`src/crc_pkg.sv`:
```
package crc_pkg;

	localparam int unsigned COLUMNS_DEFAULT = 80;
	localparam int unsigned COL_W = 7;
	localparam int unsigned STATUS_W = 18;
	localparam int unsigned DATA_W = 12;
	localparam int unsigned WORD_W = 13;

	typedef enum logic [2:0] {
		OP_STATUS_READ  = 3'd0,
		OP_CONTROL      = 3'd1,
		OP_DATA_READ    = 3'd2,
		OP_DATA_WRITE   = 3'd3,
		OP_SERVICE      = 3'd4
	} op_t;

	typedef enum logic [1:0] {
		PICK_OK    = 2'd0,
		PICK_EOF   = 2'd1,
		PICK_FAIL  = 2'd2,
		PICK_EMPTY = 2'd3
	} pick_t;

	// status word bits
	localparam logic [STATUS_W-1:0] ST_LEVEL   = 18'o0000007;
	localparam logic [STATUS_W-1:0] ST_DRDY    = 18'o0000010;
	localparam logic [STATUS_W-1:0] ST_ENDCARD = 18'o0000020;
	localparam logic [STATUS_W-1:0] ST_EOF     = 18'o0000040;
	localparam logic [STATUS_W-1:0] ST_RDY     = 18'o0000100;
	localparam logic [STATUS_W-1:0] ST_MISS    = 18'o0000200;
	localparam logic [STATUS_W-1:0] ST_TROUBLE = 18'o0000400;
	localparam logic [STATUS_W-1:0] ST_READING = 18'o0001000;
	localparam logic [STATUS_W-1:0] ST_CARDIN  = 18'o0004000;
	localparam logic [STATUS_W-1:0] ST_RDY_EN  = 18'o0200000;
	localparam logic [STATUS_W-1:0] ST_TRB_EN  = 18'o0400000;

	// control word bits
	localparam logic [WORD_W-1:0] CW_LEVEL    = 13'o0007;
	localparam logic [WORD_W-1:0] CW_CLEARS   = 13'o0270;
	localparam logic [WORD_W-1:0] CW_EN_READY = 13'o0100;
	localparam logic [WORD_W-1:0] CW_EN_TRB   = 13'o0400;
	localparam logic [WORD_W-1:0] CW_READ     = 13'o1000;
	localparam logic [WORD_W-1:0] CW_RESET    = 13'o10000;

	typedef struct packed {
		op_t               op;
		logic [WORD_W-1:0] write_data;
		logic [DATA_W-1:0] column_data;
		pick_t             pick_result;
	} req_t;

	typedef struct packed {
		logic [STATUS_W-1:0] read_data;
		logic                irq_line;
		logic [2:0]          irq_level;
		logic                service_wanted;
		logic [COL_W-1:0]    next_column;
	} rsp_t;

endpackage

```
`src/card_reader_controller.sv`:
```
// path: each request is held in the input register, then in the response register;
// a stalled response (rsp_stall) holds the next request in the input register
// throughput: one transaction per cycle while rsp_stall does not hold the response; the single
// status update is a combinational pass between the input register and the response register
// reset: arst_n clears status word, column counter, held column, interrupt,
// service flag, reader_attached and both valid bits
module card_reader_controller #(
	parameter int unsigned COLUMNS = crc_pkg::COLUMNS_DEFAULT
) (
	input  logic          clk,
	input  logic          arst_n,
	input  logic          req_valid,
	output logic          req_stall,
	input  crc_pkg::req_t req,
	output logic          rsp_valid,
	input  logic          rsp_stall,
	output crc_pkg::rsp_t rsp,
	input  logic          cfg_we,
	input  logic          cfg_wdata
);
	import crc_pkg::*;

	localparam logic [COL_W-1:0] LAST_COL = COL_W'(COLUMNS);

	logic                valid_s1;
	req_t                req_s1;
	logic                valid_s2;
	rsp_t                rsp_s2;
	logic                advance;

	logic [STATUS_W-1:0] status_q;
	logic [COL_W-1:0]    col_cnt_q;
	logic [DATA_W-1:0]   held_col_q;
	logic                irq_q;
	logic                svc_q;
	logic                attached_q;

	logic [STATUS_W-1:0] sw;
	logic [COL_W-1:0]    cc;
	logic [DATA_W-1:0]   hc;
	logic                irq;
	logic                svc;
	logic [STATUS_W-1:0] rd;
	logic [WORD_W-1:0]   w;

	assign advance   = valid_s1 && (!valid_s2 || !rsp_stall);
	assign req_stall = valid_s1 && valid_s2 && rsp_stall;
	assign rsp_valid = valid_s2;
	assign rsp       = rsp_s2;

	always_comb begin
		sw  = status_q;
		cc  = col_cnt_q;
		hc  = held_col_q;
		irq = irq_q;
		svc = svc_q;
		rd  = '0;
		w   = req_s1.write_data;
		case (req_s1.op)
			OP_STATUS_READ: begin
				if (attached_q && (sw & (ST_READING | ST_CARDIN | ST_ENDCARD)) == '0) begin
					sw = sw | ST_RDY;
				end
				rd = sw;
				if ((sw & ST_RDY_EN) != '0 && (sw & ST_RDY) != '0 && (sw & ST_LEVEL) != '0) begin
					irq = 1'b1;
				end
			end
			OP_CONTROL: begin
				irq = 1'b0;
				if ((w & CW_RESET) != '0) begin
					sw  = '0;
					svc = 1'b0;
				end else begin
					sw = (sw & ~ST_LEVEL) | STATUS_W'(w & CW_LEVEL);
					sw = sw & ~STATUS_W'(w & CW_CLEARS);
					if ((w & CW_EN_TRB) != '0) begin
						sw = sw | ST_TRB_EN;
					end
					if ((w & CW_EN_READY) != '0) begin
						sw = sw | ST_RDY_EN;
					end
					if ((w & CW_READ) != '0) begin
						sw  = (sw | ST_READING) & ~(ST_CARDIN | ST_RDY | ST_DRDY);
						cc  = '0;
						svc = 1'b1;
					end
					if (attached_q && (sw & (ST_READING | ST_CARDIN | ST_ENDCARD)) == '0) begin
						sw = sw | ST_RDY;
					end
					if ((sw & ST_LEVEL) != '0) begin
						if ((sw & ST_RDY_EN) != '0 && (sw & ST_RDY) != '0) begin
							irq = 1'b1;
						end
						if ((sw & ST_TRB_EN) != '0 &&
						    (sw & (ST_ENDCARD | ST_EOF | ST_MISS | ST_TROUBLE)) != '0) begin
							irq = 1'b1;
						end
					end
				end
			end
			OP_DATA_READ: begin
				irq = 1'b0;
				if ((sw & ST_DRDY) != '0) begin
					rd = STATUS_W'(hc);
					sw = sw & ~ST_DRDY;
				end
			end
			OP_SERVICE: begin
				if (svc_q) begin
					svc = 1'b0;
					if ((sw & (ST_READING | ST_CARDIN)) == ST_READING) begin
						case (req_s1.pick_result)
							PICK_OK: begin
								sw  = sw | ST_CARDIN;
								cc  = '0;
								svc = 1'b1;
							end
							PICK_EOF: begin
								sw = sw | ST_EOF;
								if ((sw & ST_TRB_EN) != '0 && (sw & ST_LEVEL) != '0) begin
									irq = 1'b1;
								end
							end
							PICK_FAIL: begin
								sw = sw | ST_TROUBLE;
								if ((sw & ST_TRB_EN) != '0 && (sw & ST_LEVEL) != '0) begin
									irq = 1'b1;
								end
							end
							default: begin
							end
						endcase
					end else if ((sw & ST_CARDIN) != '0) begin
						if (cc >= LAST_COL) begin
							sw = (sw & ~(ST_CARDIN | ST_READING)) | ST_ENDCARD;
						end else begin
							hc = req_s1.column_data;
							cc = cc + COL_W'(1);
							if ((sw & ST_DRDY) != '0) begin
								sw = sw | ST_MISS;
							end
							sw = sw | ST_DRDY;
						end
						if ((sw & ST_LEVEL) != '0) begin
							irq = 1'b1;
						end
						svc = 1'b1;
					end
				end
			end
			default: begin
			end
		endcase
	end

	always_ff @(posedge clk or negedge arst_n) begin
		if (!arst_n) begin
			attached_q <= 1'b0;
		end else if (cfg_we) begin
			attached_q <= cfg_wdata;
		end
	end

	always_ff @(posedge clk or negedge arst_n) begin
		if (!arst_n) begin
			valid_s1 <= 1'b0;
		end else if (!req_stall) begin
			valid_s1 <= req_valid;
		end
	end

	always_ff @(posedge clk) begin
		if (!req_stall && req_valid) begin
			req_s1 <= req;
		end
	end

	always_ff @(posedge clk or negedge arst_n) begin
		if (!arst_n) begin
			valid_s2   <= 1'b0;
			status_q   <= '0;
			col_cnt_q  <= '0;
			held_col_q <= '0;
			irq_q      <= 1'b0;
			svc_q      <= 1'b0;
		end else if (advance) begin
			valid_s2   <= 1'b1;
			status_q   <= sw;
			col_cnt_q  <= cc;
			held_col_q <= hc;
			irq_q      <= irq;
			svc_q      <= svc;
		end else if (!rsp_stall) begin
			valid_s2 <= 1'b0;
		end
	end

	always_ff @(posedge clk) begin
		if (advance) begin
			rsp_s2.read_data      <= rd;
			rsp_s2.irq_line       <= irq;
			rsp_s2.irq_level      <= sw[2:0];
			rsp_s2.service_wanted <= svc;
			rsp_s2.next_column    <= cc;
		end
	end

	// interrupt only stands at a nonzero level
	assert property (@(posedge clk) disable iff (!arst_n)
		irq_q |-> ((status_q & ST_LEVEL) != '0))
		else $error("interrupt raised at level zero");

	assert property (@(posedge clk) disable iff (!arst_n)
		col_cnt_q <= LAST_COL)
		else $error("column counter past last column");

	// card in reader only while a read is in progress
	assert property (@(posedge clk) disable iff (!arst_n)
		((status_q & ST_CARDIN) != '0) |-> ((status_q & ST_READING) != '0))
		else $error("card in reader without reading");

endmodule

```
`config.mk`:
```
export PLATFORM = sky130hd
export DESIGN_NAME = card_reader_controller
export DESIGN_NICKNAME = d
export VERILOG_FILES = /design/src/crc_pkg.sv /design/src/card_reader_controller.sv
export SDC_FILE = /design/constraint.sdc
export NUM_CORES = 1
export LEC_CHECK = 0
export BUFFER_PORTS_ARGS = -buffer_cell sky130_fd_sc_hd__buf_4
export CORE_ASPECT_RATIO = 1.1
export CORE_MARGIN = 4
export CORE_UTILIZATION = 40
export CTS_CLUSTER_DIAMETER = 40
export DETAILED_ROUTE_END_ITERATION = 10
export PLACE_DENSITY = 0.58
export RECOVER_POWER = 100
export SLEW_MARGIN = 30
export SYNTH_ARGS = -nofsm -noshare
export SYNTH_HDL_FRONTEND = slang
export SYNTH_SLANG_ARGS = --single-unit
```
`constraint.sdc`:
```
create_clock -name clk -period 4.6 [get_ports clk]
set_input_delay 0.46 -clock clk [delete_from_list [all_inputs] [get_ports clk]]
set_output_delay 0.46 -clock clk [all_outputs]
set_load 0.02 [all_outputs]
```
==> impl_metrics.json <==
{
  "synth.ff_latch_count": 100,
  "synth_area_um2": 4390,
  "rrSetupSlack_ns": 1.29,
  "global_route_congestion_overflow_total": 0,
  "finalSetupViolations": 0,
  "area_fraction_in_compound_gates_after_synthesis_pct": 14.3,
  "holdCritPathClass": "primary input to flip-flop",
  "worst_slew_margin_pct": -64.9,
  "worst_skew_pair.late_latency_ns": 0.34,
  "cell_count_after_synthesis": 347,
  "track_usage_pct": 15.2,
  "cts_max_level": 3,
  "synth_area_in_adders_pct": 1.42,
  "grt_antenna_before_repair": 0,
  "fmaxAchievable_ghz": 0.302,
  "total_number_of_vias": 2910,
  "asyncSetResetFlopFracSynth_pct": 42.0,
  "synth.mux.area_fraction_pct": 3.79,
  "postRouteWirelength_um": 9130,
  "synth_net_count": 388,
  "synth_edf_count": 58,
  "worst_slew_pin_slew_ns": 2.47,
  "antenna_left": 0,
  "final_wtd_congestion": 0.835,
  "finalNetCount": 447,
  "arrival_ns": 3.53,
  "rows": 39,
  "timing.setup.critical_path_class": "flip-flop to flip-flop",
  "cts-buffers-inserted": 9,
  "timing.critical_path.required_ns": 4.82,
  "post_synth_simple_gate_area_pct": 13.0,
  "p_leak_nw": 2.04,
  "insertedDiodeCount": 0,
  "timing.critical_path.slowest_cell_delay_ns": 0.87,
  "route.layer.met1.wl_um": 4040,
  "clk_path_buf_depth": 2,
  "grt_start_max_net_pins": 43,
  "detailroute.wirelength.met2_um": 4590,
  "finalCritPeriodShare_pct": 71.9,
  "drc_errors": 0,
  "holdWs_ns": 0.312,
  "synth_xor_area_share_pct": 0.399,
  "post-dp-hpwl_um": 6300,
  "clock_pin_slew_on_the_worst_setup_and_hold_paths_ns": 0.07,
  "synth_top_flop_cell": "sky130_fd_sc_hd__edfxtp_1",
  "chipHeight_um": 118,
  "synth_top_family_by_area": "compound AO/OA/AOI/OAI gates",
  "synth.distinct_cells": 59,
  "final_hold_viol_count": 0,
  "failed_checks": "max-capacitance violations, max-slew violations",
  "holdBufCountCts": 0,
  "final-max-slew-violation-count": 72,
  "port_buffers": 65,
  "setup-tns-final_ns": 0,
  "cts.sinks": 100,
  "area_growth_syn_to_layout_pct": 16.2,
  "synth-seq-area-share_pct": 63.6,
  "vias_in_the_first_global_route": 3024,
  "post_cts_resized": 0,
  "average_detailed_routed_wire_length_per_instance_um": 16.5,
  "worst_hold_path.num_cells": 2,
  "worstHoldStart": "req_valid",
  "wire_length_of_the_first_global_routing_pass_um": 15500,
  "power_per_cell_area_nw_per_um2": 388,
  "reg2reg_depth": 4,
  "seqCellArea_um2": 2790,
  "setup.worst_path.start_class": "flip-flop",
  "initialDrtViolationCount": 200,
  "min_delay_worst_endpoint": "valid_s1$_DFFE_PN0N_",
  "nFillCells": 984,
  "syn_area_per_cell_um2": 12.7,
  "tritoncts": "built",
  "design.core.area_um2": 10500,
  "die_x_um": 108,
  "post_cts_buffers": 0,
  "critical_path.cell_chain": "nand4bb_1 -> nor3_1 -> nand2_1 -> mux2_1",
  "fin_area_um2": 5100,
  "r2r-end": "held_col_q[5]$_DFFE_PN0P_",
  "initial_util_pct": 41.7,
  "clk_root_buffer_cell": "sky130_fd_sc_hd__clkbuf_16",
  "skew_ns": 0.00859,
  "status": "complete, but fails checks",
  "placed_cell_area_um2": 4980,
  "maxCapViolations": 2,
  "vias_per_cell": 5.25,
  "multiInputGateArea_um2": 1420,
  "critical_path_peak_fanout": 20,
  "floorplan.die_area_um2": 12700,
  "critical_path.reg2reg.startpoint": "req_s1[29]$_DFFE_PP_",
  "share_of_cells_above_drive_strength_1_pct": 12.2,
  "pin_count": 68,
  "period_needed_ns": 3.31,
  "critical_path.slowest_cell": "sky130_fd_sc_hd__nor3_1",
  "rsz0062_at_grt": "false",
  "worstSetupEndpointType": "flip-flop",
  "routed.top_layer": "met4",
  "drt_pass1_iterations": 4,
  "yosys_warnings": 0,
  "maximum_vdd_ir_drop_v": 0.000224,
  "wl_met3_um": 394
}
==> cells in the mapped netlist (all sizes together), types with 3 or more instances <==
| cell | n | area (µm²) |
|---|---|---|
| o41ai | 5 | 43.8 |
| nor4b | 3 | 32.5 |
| nor2 | 13 | 48.8 |
| inv | 12 | 45.1 |
| nand2b | 9 | 56.3 |
| nor3 | 5 | 36.3 |
| o31ai | 7 | 52.6 |
| a22o | 11 | 96.3 |
| and2 | 12 | 75.1 |
| and3 | 4 | 25.0 |
| a21oi | 15 | 75.1 |
| buf | 10 | 70.1 |
| ha | 5 | 62.6 |
| nor4 | 3 | 18.8 |
| o211ai | 3 | 22.5 |
| a31oi | 11 | 68.8 |
| clkbuf | 10 | 37.5 |
| edfxtp | 58 | 1740 |
| nor2b | 4 | 25.0 |
| nand3 | 5 | 25.0 |
| dfrtp | 42 | 1050 |
| mux2 | 13 | 146 |
| o21ai | 27 | 135 |
| nand2 | 25 | 96.4 |
==> critical path: cells and delay by family (launching register included) <==
family / cells / cell delay [ns]
and+or+nand+nor: 3 / 1.95
DFF: 1 / 0.74
muxes: 1 / 0.49
==> area by class of cell <==
cell class              instances  share of cell area [%]
flip-flops and latches        100                    54.7
multi-input cells             215                    27.9
repair buffers                 68                    7.43
clock buffers                  10                    4.49
well taps                     143                    3.51
clock inverters                 6                    1.05
inverters                      12                   0.883
==> state kept, by name (all words and copies together), names as in the netlist, 7 cells and up <==
| signal | count |
|---|---|
| col_cnt_q | 7 |
| held_col_q | 12 |
| req_s1 | 17 |
| rsp | 30 |
| status_q | 18 |
| w | 11 |
==> worst max path at each step <==
| stage | start | endpoint | slack [ns] |
|---|---|---|---|
| 2_1_floorplan | rsp_valid$_DFFE_PN0P_ | col_cnt_q[5]$_DFFE_PN0P_ | 2.31 |
| 3_3_place_gp | rsp_stall | held_col_q[11]$_DFFE_PN0P_ | 2.10 |
| 3_5_place_dp | req_s1[29]$_DFFE_PP_ | held_col_q[5]$_DFFE_PN0P_ | 2.04 |
| 4_1_cts | req_s1[29]$_DFFE_PP_ | held_col_q[5]$_DFFE_PN0P_ | 2.03 |
| 5_1_grt | req_s1[29]$_DFFE_PP_ | held_col_q[4]$_DFFE_PN0P_ | 0.93 |
| 6_report | req_s1[29]$_DFFE_PP_ | held_col_q[5]$_DFFE_PN0P_ | 1.29 |
==> through the flow <==
stage	std cells	power [mW]	setup WS (ns)	util [%]
global route	554	2.07	0.932	48.4
detailed placement	538	1.31	2.04	47.2
global placement	538	1.30	2.10	47.2
finish	554	1.98	1.29	48.4
floorplan	347	1.20	2.31	-
CTS	554	2.03	2.03	49.9
==> report_power, final <==
group | internal [mW] | switching, mW
clock | 0.378 | 0.339
sequential | 1.02 | 0.0520
combinational | 0.0676 | 0.125
==> routing by layer <==
metal,up-vias,GRT usage (%)
li1,1428,-
met4,0,4.42
met3,9,3.18
met2,74,24.8
met5,-,0
met1,1399,20.4
==> cell families (layout without fill, tap and decap cells) <==
| logic type | count (synthesis) | after routing |
|---|---|---|
| buf+inv | 32 | 96 |
| flops | 100 | 100 |
| simple gates | 99 | 99 |
| mux | 15 | 15 |
| xor+xnor | 2 | 2 |
| fa+ha+maj | 5 | 5 |
| compound gates | 94 | 94 |
==> cells in the final DEF, fill, tap and decap left out, types with 12 or more instances in the layout <==
master	netlist	final
sky130_fd_sc_hd__nand2_1	24	25
sky130_fd_sc_hd__inv_1	10	12
sky130_fd_sc_hd__mux2_1	12	12
sky130_fd_sc_hd__clkbuf_4	0	28
sky130_fd_sc_hd__clkbuf_1	10	36
sky130_fd_sc_hd__dfrtp_1	42	42
sky130_fd_sc_hd__nor2_1	13	13
sky130_fd_sc_hd__a21oi_1	15	15
sky130_fd_sc_hd__o21ai_0	15	21
sky130_fd_sc_hd__edfxtp_1	58	58
No activity file was read; power rests on OpenSTA's default activity.
